$ cat src/design/ria_pkg.sv
// Package of the radix integer to ASCII block: constants, command and status types.
// No dependencies; used by the controller, the datapath and the top level.
`timescale 1ns / 1ps

package ria_pkg;

  localparam int DIGIT_W = 6;
  localparam int CHAR_W  = 7;

  localparam logic [DIGIT_W-1:0] RADIX_MIN   = 6'd2;
  localparam logic [DIGIT_W-1:0] RADIX_MAX   = 6'd36;
  localparam logic [DIGIT_W-1:0] RADIX_RESET = 6'd10;

  localparam logic [CHAR_W-1:0]  CHAR_ZERO   = 7'd48;  // '0'
  localparam logic [CHAR_W-1:0]  CHAR_A      = 7'd97;  // 'a'
  localparam logic [DIGIT_W-1:0] DIGIT_NINE  = 6'd9;
  localparam logic [DIGIT_W-1:0] DIGIT_TEN   = 6'd10;

  // Commands from the controller to the datapath.
  typedef struct packed {
    logic load;   // latch a new value and clear the digit count
    logic step;   // one bit of the long division
    logic store;  // write the remainder as a digit and restart the division
    logic read;   // read one digit for output, most significant first
  } ctrl_cmd_t;

  // Status from the datapath to the controller.
  typedef struct packed {
    logic div_done;   // this division step is the last one of a digit
    logic quot_zero;  // the quotient left after a digit is zero
    logic rd_last;    // the digit being read is the least significant
  } dp_status_t;

  // Digit value to lower-case ASCII.
  function automatic logic [CHAR_W-1:0] to_ascii(input logic [DIGIT_W-1:0] d);
    logic [CHAR_W-1:0] c;
    if (d > DIGIT_NINE) begin
      c = CHAR_A + {1'b0, d - DIGIT_TEN};
    end else begin
      c = CHAR_ZERO + {1'b0, d};
    end
    return c;
  endfunction

endpackage

$ cat src/design/ria_ctrl.sv
// Controller of the radix integer to ASCII block: sequences division, storing and output.
// Depends on ria_pkg for the command and status types.
`timescale 1ns / 1ps

module ria_ctrl (
  input  logic                   clk,
  input  logic                   rst_n,
  input  logic                   start,
  output logic                   busy,
  input  ria_pkg::dp_status_t    status,
  output ria_pkg::ctrl_cmd_t     cmd
);

  typedef enum logic [1:0] {
    S_IDLE,
    S_DIVIDE,
    S_STORE,
    S_EMIT
  } state_t;

  state_t state_r, state_nxt;
  logic   busy_r, busy_nxt;

  // Next state.
  always_comb begin
    state_nxt = state_r;
    unique case (state_r)
      S_IDLE: begin
        if (start) state_nxt = S_DIVIDE;
      end
      S_DIVIDE: begin
        if (status.div_done) state_nxt = S_STORE;
      end
      S_STORE: begin
        state_nxt = status.quot_zero ? S_EMIT : S_DIVIDE;
      end
      S_EMIT: begin
        if (status.rd_last) state_nxt = S_IDLE;
      end
      default: state_nxt = S_IDLE;
    endcase
    busy_nxt = (state_nxt != S_IDLE);
  end

  // Commands follow the current state.
  always_comb begin
    cmd.load  = (state_r == S_IDLE) && start;
    cmd.step  = (state_r == S_DIVIDE);
    cmd.store = (state_r == S_STORE);
    cmd.read  = (state_r == S_EMIT);
  end

  // State and registered busy flag.
  always_ff @(posedge clk) begin
    if (!rst_n) begin
      state_r <= S_IDLE;
      busy_r  <= 1'b0;
    end else begin
      state_r <= state_nxt;
      busy_r  <= busy_nxt;
    end
  end

  assign busy = busy_r;

endmodule

$ cat src/design/ria_datapath.sv
// Datapath of the radix integer to ASCII block: radix register, bit-serial divider,
// digit memory and output register. Depends on ria_pkg.
`timescale 1ns / 1ps

module ria_datapath #(
  parameter int W = 64
) (
  input  logic                         clk,
  input  logic                         rst_n,
  input  logic                         cfg_we,
  input  logic [ria_pkg::DIGIT_W-1:0]  cfg_radix,
  input  logic [W-1:0]                 value,
  input  ria_pkg::ctrl_cmd_t           cmd,
  output ria_pkg::dp_status_t          status,
  output logic                         out_valid,
  output logic [ria_pkg::CHAR_W-1:0]   out_char,
  output logic                         out_last
);

  localparam int IDX_W = (W > 1) ? $clog2(W) : 1;
  localparam logic [IDX_W-1:0] LAST_BIT = IDX_W'(W - 1);
  localparam int DW = ria_pkg::DIGIT_W;

  logic [DW-1:0]    radix_r;
  logic [W-1:0]     quot_r;
  logic [DW-1:0]    rem_r;
  logic [IDX_W-1:0] bit_cnt_r;
  logic [IDX_W-1:0] cnt_r;
  logic [IDX_W-1:0] rd_ptr_r;
  logic [DW-1:0]    rd_data_r;
  logic             out_valid_r;
  logic             out_last_r;
  logic [DW-1:0]    mem [W];

  logic [DW:0]      trial;
  logic             ge;
  logic [DW:0]      diff;
  logic [DW-1:0]    rem_nxt;
  logic [DW-1:0]    radix_nxt;

  // Clamp the written radix into its legal range.
  always_comb begin
    priority if (cfg_radix < ria_pkg::RADIX_MIN) begin
      radix_nxt = ria_pkg::RADIX_MIN;
    end else if (cfg_radix > ria_pkg::RADIX_MAX) begin
      radix_nxt = ria_pkg::RADIX_MAX;
    end else begin
      radix_nxt = cfg_radix;
    end
  end

  // One restoring division step: shift in the next dividend bit, subtract if it fits.
  always_comb begin
    trial   = {rem_r, quot_r[W-1]};
    ge      = (trial >= {1'b0, radix_r});
    diff    = trial - {1'b0, radix_r};
    rem_nxt = ge ? diff[DW-1:0] : trial[DW-1:0];
  end

  always_comb begin
    status.div_done  = (bit_cnt_r == LAST_BIT);
    status.quot_zero = (quot_r == '0);
    status.rd_last   = (rd_ptr_r == '0);
  end

  // Radix register.
  always_ff @(posedge clk) begin
    if (!rst_n) begin
      radix_r <= ria_pkg::RADIX_RESET;
    end else if (cfg_we) begin
      radix_r <= radix_nxt;
    end
  end

  // Divider and counters.
  always_ff @(posedge clk) begin
    if (!rst_n) begin
      bit_cnt_r <= '0;
      cnt_r     <= '0;
      rd_ptr_r  <= '0;
    end else begin
      if (cmd.load) begin
        bit_cnt_r <= '0;
        cnt_r     <= '0;
      end else if (cmd.step) begin
        bit_cnt_r <= bit_cnt_r + 1'b1;
      end else if (cmd.store) begin
        bit_cnt_r <= '0;
        cnt_r     <= cnt_r + 1'b1;
        rd_ptr_r  <= cnt_r;
      end else if (cmd.read) begin
        rd_ptr_r  <= rd_ptr_r - 1'b1;
      end
    end
  end

  always_ff @(posedge clk) begin
    if (cmd.load) begin
      quot_r <= value;
      rem_r  <= '0;
    end else if (cmd.step) begin
      quot_r <= {quot_r[W-2:0], ge};
      rem_r  <= rem_nxt;
    end else if (cmd.store) begin
      rem_r  <= '0;
    end
  end

  // Digit memory, least significant digit at address zero.
  always_ff @(posedge clk) begin
    if (cmd.store) begin
      mem[cnt_r] <= rem_r;
    end
    if (cmd.read) begin
      rd_data_r  <= mem[rd_ptr_r];
      out_last_r <= status.rd_last;
    end
  end

  // Output strobe.
  always_ff @(posedge clk) begin
    if (!rst_n) begin
      out_valid_r <= 1'b0;
    end else begin
      out_valid_r <= cmd.read;
    end
  end

  assign out_valid = out_valid_r;
  assign out_char  = ria_pkg::to_ascii(rd_data_r);
  assign out_last  = out_last_r;

endmodule

$ cat src/design/radix_integer_to_ascii.sv
// Top level of the radix integer to ASCII block: controller plus datapath.
// Depends on ria_pkg, ria_ctrl and ria_datapath.
`timescale 1ns / 1ps

// Converts one unsigned value per request into ASCII digits in the configured radix.
// Input: a request is taken when start is high and busy is low; in_value is sampled
//   then, and only its low VALUE_BITS bits are used.
// Configuration: cfg_valid with cfg_radix writes the radix (clamped to 2..36);
//   cfg_ready is always high. Write it only while the block is idle.
// Output: each digit appears for exactly one cycle with out_valid high, most
//   significant first, lower-case letters above nine; out_last_digit marks the
//   final digit. The receiver cannot stall, so no result is ever held back.
// Operation: each digit takes VALUE_BITS steps of the bit-serial restoring divider
//   and is then stored in the digit memory; once all digits are stored they leave
//   one per cycle from the digit memory. Zero converts as a single digit.
// Reset: rst_n low at a clock edge returns the controller to idle, drops out_valid
//   and sets the radix to ten.
module radix_integer_to_ascii #(
  parameter int VALUE_BITS = 64
) (
  input  logic        clk,
  input  logic        rst_n,
  input  logic        start,
  output logic        busy,
  input  logic [63:0] in_value,
  output logic        out_valid,
  output logic [6:0]  out_digit_char,
  output logic        out_last_digit,
  input  logic        cfg_valid,
  output logic        cfg_ready,
  input  logic [5:0]  cfg_radix
);

  ria_pkg::ctrl_cmd_t  cmd;
  ria_pkg::dp_status_t status;

  assign cfg_ready = 1'b1;

  ria_ctrl u_ctrl (
    .clk    (clk),
    .rst_n  (rst_n),
    .start  (start),
    .busy   (busy),
    .status (status),
    .cmd    (cmd)
  );

  ria_datapath #(
    .W (VALUE_BITS)
  ) u_dp (
    .clk       (clk),
    .rst_n     (rst_n),
    .cfg_we    (cfg_valid & cfg_ready),
    .cfg_radix (cfg_radix),
    .value     (in_value[VALUE_BITS-1:0]),
    .cmd       (cmd),
    .status    (status),
    .out_valid (out_valid),
    .out_char  (out_digit_char),
    .out_last  (out_last_digit)
  );

endmodule

$ cat config.mk
export PLATFORM = sky130hd
export DESIGN_NAME = radix_integer_to_ascii
export DESIGN_NICKNAME = d
export VERILOG_FILES = /design/src/design/ria_pkg.sv /design/src/design/ria_ctrl.sv /design/src/design/ria_datapath.sv /design/src/design/radix_integer_to_ascii.sv
export SDC_FILE = /design/constraint.sdc
export NUM_CORES = 1
export LEC_CHECK = 0
export BUFFER_PORTS_ARGS = -buffer_cell sky130_fd_sc_hd__buf_2
export CORE_MARGIN = 1.5
export CORE_UTILIZATION = 65
export DETAILED_ROUTE_END_ITERATION = 6
export GPL_TIMING_DRIVEN = 0
export PLACE_DENSITY = 0.83
export SYNTH_ARGS = -nofsm -noshare
export SYNTH_HDL_FRONTEND = slang
export SYNTH_SLANG_ARGS = --single-unit
$ cat constraint.sdc
create_clock -name clk -period 4.8 [get_ports clk]
set_input_delay 0.96 -clock clk [delete_from_list [all_inputs] [get_ports clk]]
set_output_delay 0.96 -clock clk [all_outputs]
set_load 0.05 [all_outputs]
Yosys cells after proc, flatten, opt, wreduce, memory -nomap -nowiden. Memory sizes are Yosys's and may differ from the RTL's. A register that Yosys moved wholly into a read port is not among the register bits. Index checks and enable logic that the tools add are counted.

Multiplexer cells: 18. Magnitude comparators: 4. Equality and inequality tests: 4. Reductions and logical operators: 11. $add $sub $neg: 7. Bitwise operators: 3.

Operator list (number): 2-to-1 mux 64 bit (2); logical NOT 64 bit (1); 2-to-1 mux 6 bit (8); adder 6 x 1 -> 6 bit, second input constant (2); 2-to-1 mux 2 bit (4); case mux 2 bit (4 select lines) (1); nonzero test 2 bit (4); adder 6 x 6 -> 7 bit, first input constant (1); adder 7 x 6 -> 7 bit, first input constant (1); greater-or-equal comparator 7 x 6 -> 1 bit (1); 2-to-1 mux 7 bit (1); == test 6 bit, second input constant (1); > comparator 6 x 4 -> 1 bit, second input constant (1); > comparator 6 bit, second input constant (1); logical NOT 6 bit (1); less-than comparator 6 x 2 -> 1 bit, second input constant (1); subtractor 6 x 1 -> 6 bit, second input constant (1); subtractor 6 x 4 -> 6 bit, second input constant (1); subtractor 6 bit (1); == test 2 bit, second input constant (2); inverter 1 bit (3); AND reduction 3 bit (1); == test 2 x 1 -> 1 bit, second input constant (1); logical NOT 2 bit (1); 4 further kinds (5).

Memories kept: 1. RAM bits: 384. Register bits after elaboration: 99. Word-level logic and storage cells: 58.

Memories: u_dp.mem (words 64, width 6, rd ports 1, clocked after Yosys merged registers in 1, wr ports 1, line ria_datapath.sv:33) `logic [DW-1:0] mem [W];`.

Longest topological paths before layout.
Word-level depth: 4. Gate-level depth with buffers: 11. Gate-level depth less buffers: 9.

Cells and area by module. From an unflattened synthesis, not the netlist that was laid out.

Cells, all modules: 1188. Area, all modules: 20304.5 µm².

Modules (own cells, without submodules): ria_datapath (times used 1, area each 20121.8 µm², cells an instance 1165); ria_ctrl (times used 1, area each 171.4 µm², cells an instance 21); radix_integer_to_ascii (times used 1, area each 11.3 µm², cells an instance 2).

Worst setup path before layout. Ideal clock, no wire load.

Path type: reg-to-output. Start point: reg u_dp.rd_data_r[0], read port of u_dp.mem. End point: out out_digit_char[2]. Data required time: 3840 ps. Stages on the path, launching flop included: 6. Arrival time: 2298 ps. Setup slack: 1542 ps. Cells stage by stage: edfxtp_1 > ha_1 > nand3_1 > a21boi_0 > o21ai_1 > o21ai_0.

Longest elaborated chain between the ends: 3.

RTL lines: start: declaration (line ria_datapath.sv:30) `logic [DW-1:0] rd_data_r;`; subtractor 6 x 4 -> 6 bit (line ria_pkg.sv:38) `c = CHAR_A + {1'b0, d - DIGIT_TEN};`; adder 7 x 6 -> 7 bit (line ria_pkg.sv:38); 2-to-1 mux 7 bit * (line ria_pkg.sv:37) `if (d > DIGIT_NINE) begin`; end: declaration (line radix_integer_to_ascii.sv:27) `output logic [6:0] out_digit_char,`.

Mark *: on every way between the ends. The rest lies on a longest branch, timed or not.

==> summary.md <==
| Metric | Value |
|---|---|
| #FFs+latches synth | `489` |
| Clk_lat worst skew | `0.56 ns` |
| I/O pins | `85` |
| Most common cell after layout, fill and taps aside | `edfxtp_1` |
| Routability cong. | `0.938` |
| Area growth from synthesis to layout | `12.1%` |
| Fin Hold WS | `0.491 ns` |
| Number of CTS-inserted buffers | `46` |
| Fin crit share | `85.3%` |
| Register area share after synthesis | `71.2%` |
| # hold bufs at CTS | `0` |
| CP startpoint kind | `register` |
| Final Setup Violations | `0` |
| Post-CTS setup buffer count | `0` |
| Max VDD drop | `0.436 mV` |
| Routed len/inst | `27.8 µm` |
| Initial DRT Pass Iterations | `6` |
| Fmax | `244 MHz` |
| TritonCTS clock tree | `yes` |
| Die Width | `179 µm` |
| Detailed Route WL | `47900 µm` |
| Synth top area cells | `edfxtp_1 68%, mux4_2 11%, mux2_2 3.8%` |
| H-Tree Depth | `2` |
| Synth unique cells | `56` |
| Final WS setup | `0.707 ns` |
| NumNets Final | `1390` |
| Vias per cell | `6.76` |
| Arr. time, crit path | `4.35 ns` |
| Ys Warns | `0` |
| Critical path peak fanout | `10` |
| Num rows | `64` |
| Post-layout min period | `4.09 ns` |
| Required time of the critical path | `5.06 ns` |
| Port Buffer Count | `83` |
| Syn Std Cell Area | `20200 µm²` |
| Gr usage total | `31.0%` |
| RSZ-0062 raised after global routing | `false` |
| Hold/Removal Path Class | `register to register` |
| Vias | `11700` |
| Starting Density | `65.9%` |
| Final HPWL DP | `31100 µm` |
| Largest net degree at the start of global routing | `53` |
| EDFF count, synth | `455` |
| Top FF cell, synth | `edfxtp_1` |
| Pleak | `6.93 nW` |
| Gr ovfl total | `0` |
| Post-CTS Resized | `0` |
| # DRC | `0` |
| Share of layout cells above drive strength 1 | `25.6%` |
| Worst Max-Slew Pin Slew | `1.22 ns` |
| Vias in the first global route | `11700` |
| Syn_nets | `1252` |
| Final Skew | `0.0193 ns` |
| Final setup TNS | `0 ns` |
| Max Buffers Root-to-Sink | `3` |
| Core area | `30600 µm²` |
| Cells after Synth | `1156` |
| Status | `finished clean` |
| Worst R2R Setup Slack | `0.71 ns` |
| Critical setup path kind | `register to register` |
| Initial antenna violation count | `2` |
| Max capacitance violation total | `0` |
| Setup slack at placement | `0.905 ns` |
| Synth top area share | `67.8%` |
| Final Hold Vio Count | `0` |
| Tot Pwr | `11.7 mW` |
| Worst-path clk slew | `0.06 ns` |
| Most frequent cells in the layout | `455 x edfxtp_1, 99 x nor2_1, 94 x mux4_2` |
| CTS root buffer | `clkbuf_16` |
| Worst setup EP type | `register` |
| Relative slew slack | `18.5%` |
| DR iter-0 viols | `1575` |
| Die height | `179 µm` |
| Die Area | `32100 µm²` |
| Antenna Nets Post-Route | `0` |
| Area leader, netlist | `edfxtp_1` |
| # clock sinks | `489` |
| Average size of a mapped cell | `17.4 µm²` |
| Max Slew Vio Count | `0` |
| First-pass GRT wire length | `71100 µm` |
| Synth async-reset ratio | `0%` |
| PwrDens | `520 nW/µm²` |
cells in the mapped netlist, types with 5 or more instances:
library cell	instances
xnor2_1	10
mux2_2	68
buf_4	7
nand4_1	5
clkbuf_1	36
ha_1	21
xor2_1	9
nand2_1	49
dfxtp_1	34
a22o_1	9
nand2b_1	9
nor2b_1	13
buf_2	8
mux4_2	94
a221oi_1	12
edfxtp_1	455
o21ai_0	29
a22oi_1	20
nor2_1	99
a21oi_1	20
inv_1	26
nor3_1	8
nor4_1	18
nand3_1	17
and2_1	6
mux2i_1	14
final cells by class:
type	count	area, µm²
sequential	489	14400
fill	1739	8000
multi-input combinational	584	5450
clock buffer	65	1260
timing repair buffer	90	563
tap	396	495
buffer	56	262
clock inverter	15	101
inverter	27	101
antenna	2	5.00
worst max-delay path: stages (launching register included):
cell and delay, ns:
dfxtp_1 0.34, buf_2 0.35, buf_2 0.30, buf_2 0.42, clkbuf_1 0.95, mux4_2 0.45
a22oi_1 0.29, nand2_1 0.12, a22oi_1 0.31, o221ai_1 0.24
final timing paths:
| path | depth (start not counted) | start | end |
|---|---|---|---|
| max | 9 | u_dp.rd_ptr_r[1] | u_dp.rd_data_r[0] |
| max reg2reg | 9 | u_dp.rd_ptr_r[1] | u_dp.rd_data_r[0] |
| min reg2reg | 2 | u_dp.bit_cnt_r[5] | u_dp.bit_cnt_r[5] |
| min | 2 | u_dp.bit_cnt_r[5] | u_dp.bit_cnt_r[5] |
report_power, final:
part | leakage [nW] | switching, mW | internal [mW]
combinational | 2.14 | 1.73 | 1.14
clock | 0.660 | 1.51 | 1.88
sequential | 4.13 | 0.253 | 5.24
total | 6.93 | 3.49 | 8.26
registers in the layout, summed over array words and instances, names as in the netlist, 2 cells and up:
name,count
u_ctrl.state_r,2
u_dp.bit_cnt_r,6
u_dp.cnt_r,6
u_dp.mem,384
u_dp.quot_r,64
u_dp.radix_r,6
u_dp.rd_data_r,6
u_dp.rd_ptr_r,6
u_dp.rem_r,6
layer usage:
metal  GRT usage [%]  vias to the layer above  wire length [µm]
met5               0                        -                 0
met4            14.4                        0              2500
met3            6.28                      177              4820
met2            49.5                      808             22900
met1            41.8                     5798             17700
li1                -                     4875                 -
metrics by stage:
step	cells	area, µm²	util, %
after CTS	1722	22600	73.8
after global placement	1635	21100	68.9
after floorplan	1156	20200	-
after global routing	1723	22600	73.8
final	1724	22600	73.9
after detailed placement	1642	21200	69.4
cells by family after synthesis:
| group | share of synthesized area [%] |
|---|---|
| fa+ha+maj | 1.40 |
| simple gates | 5.53 |
| buf+inv | 1.80 |
| xor+xnor | 0.826 |
| other cells | 0.0186 |
| flops | 71.2 |
| compound gates | 4.26 |
| mux | 15.0 |
(Power assumes the default switching activity.)
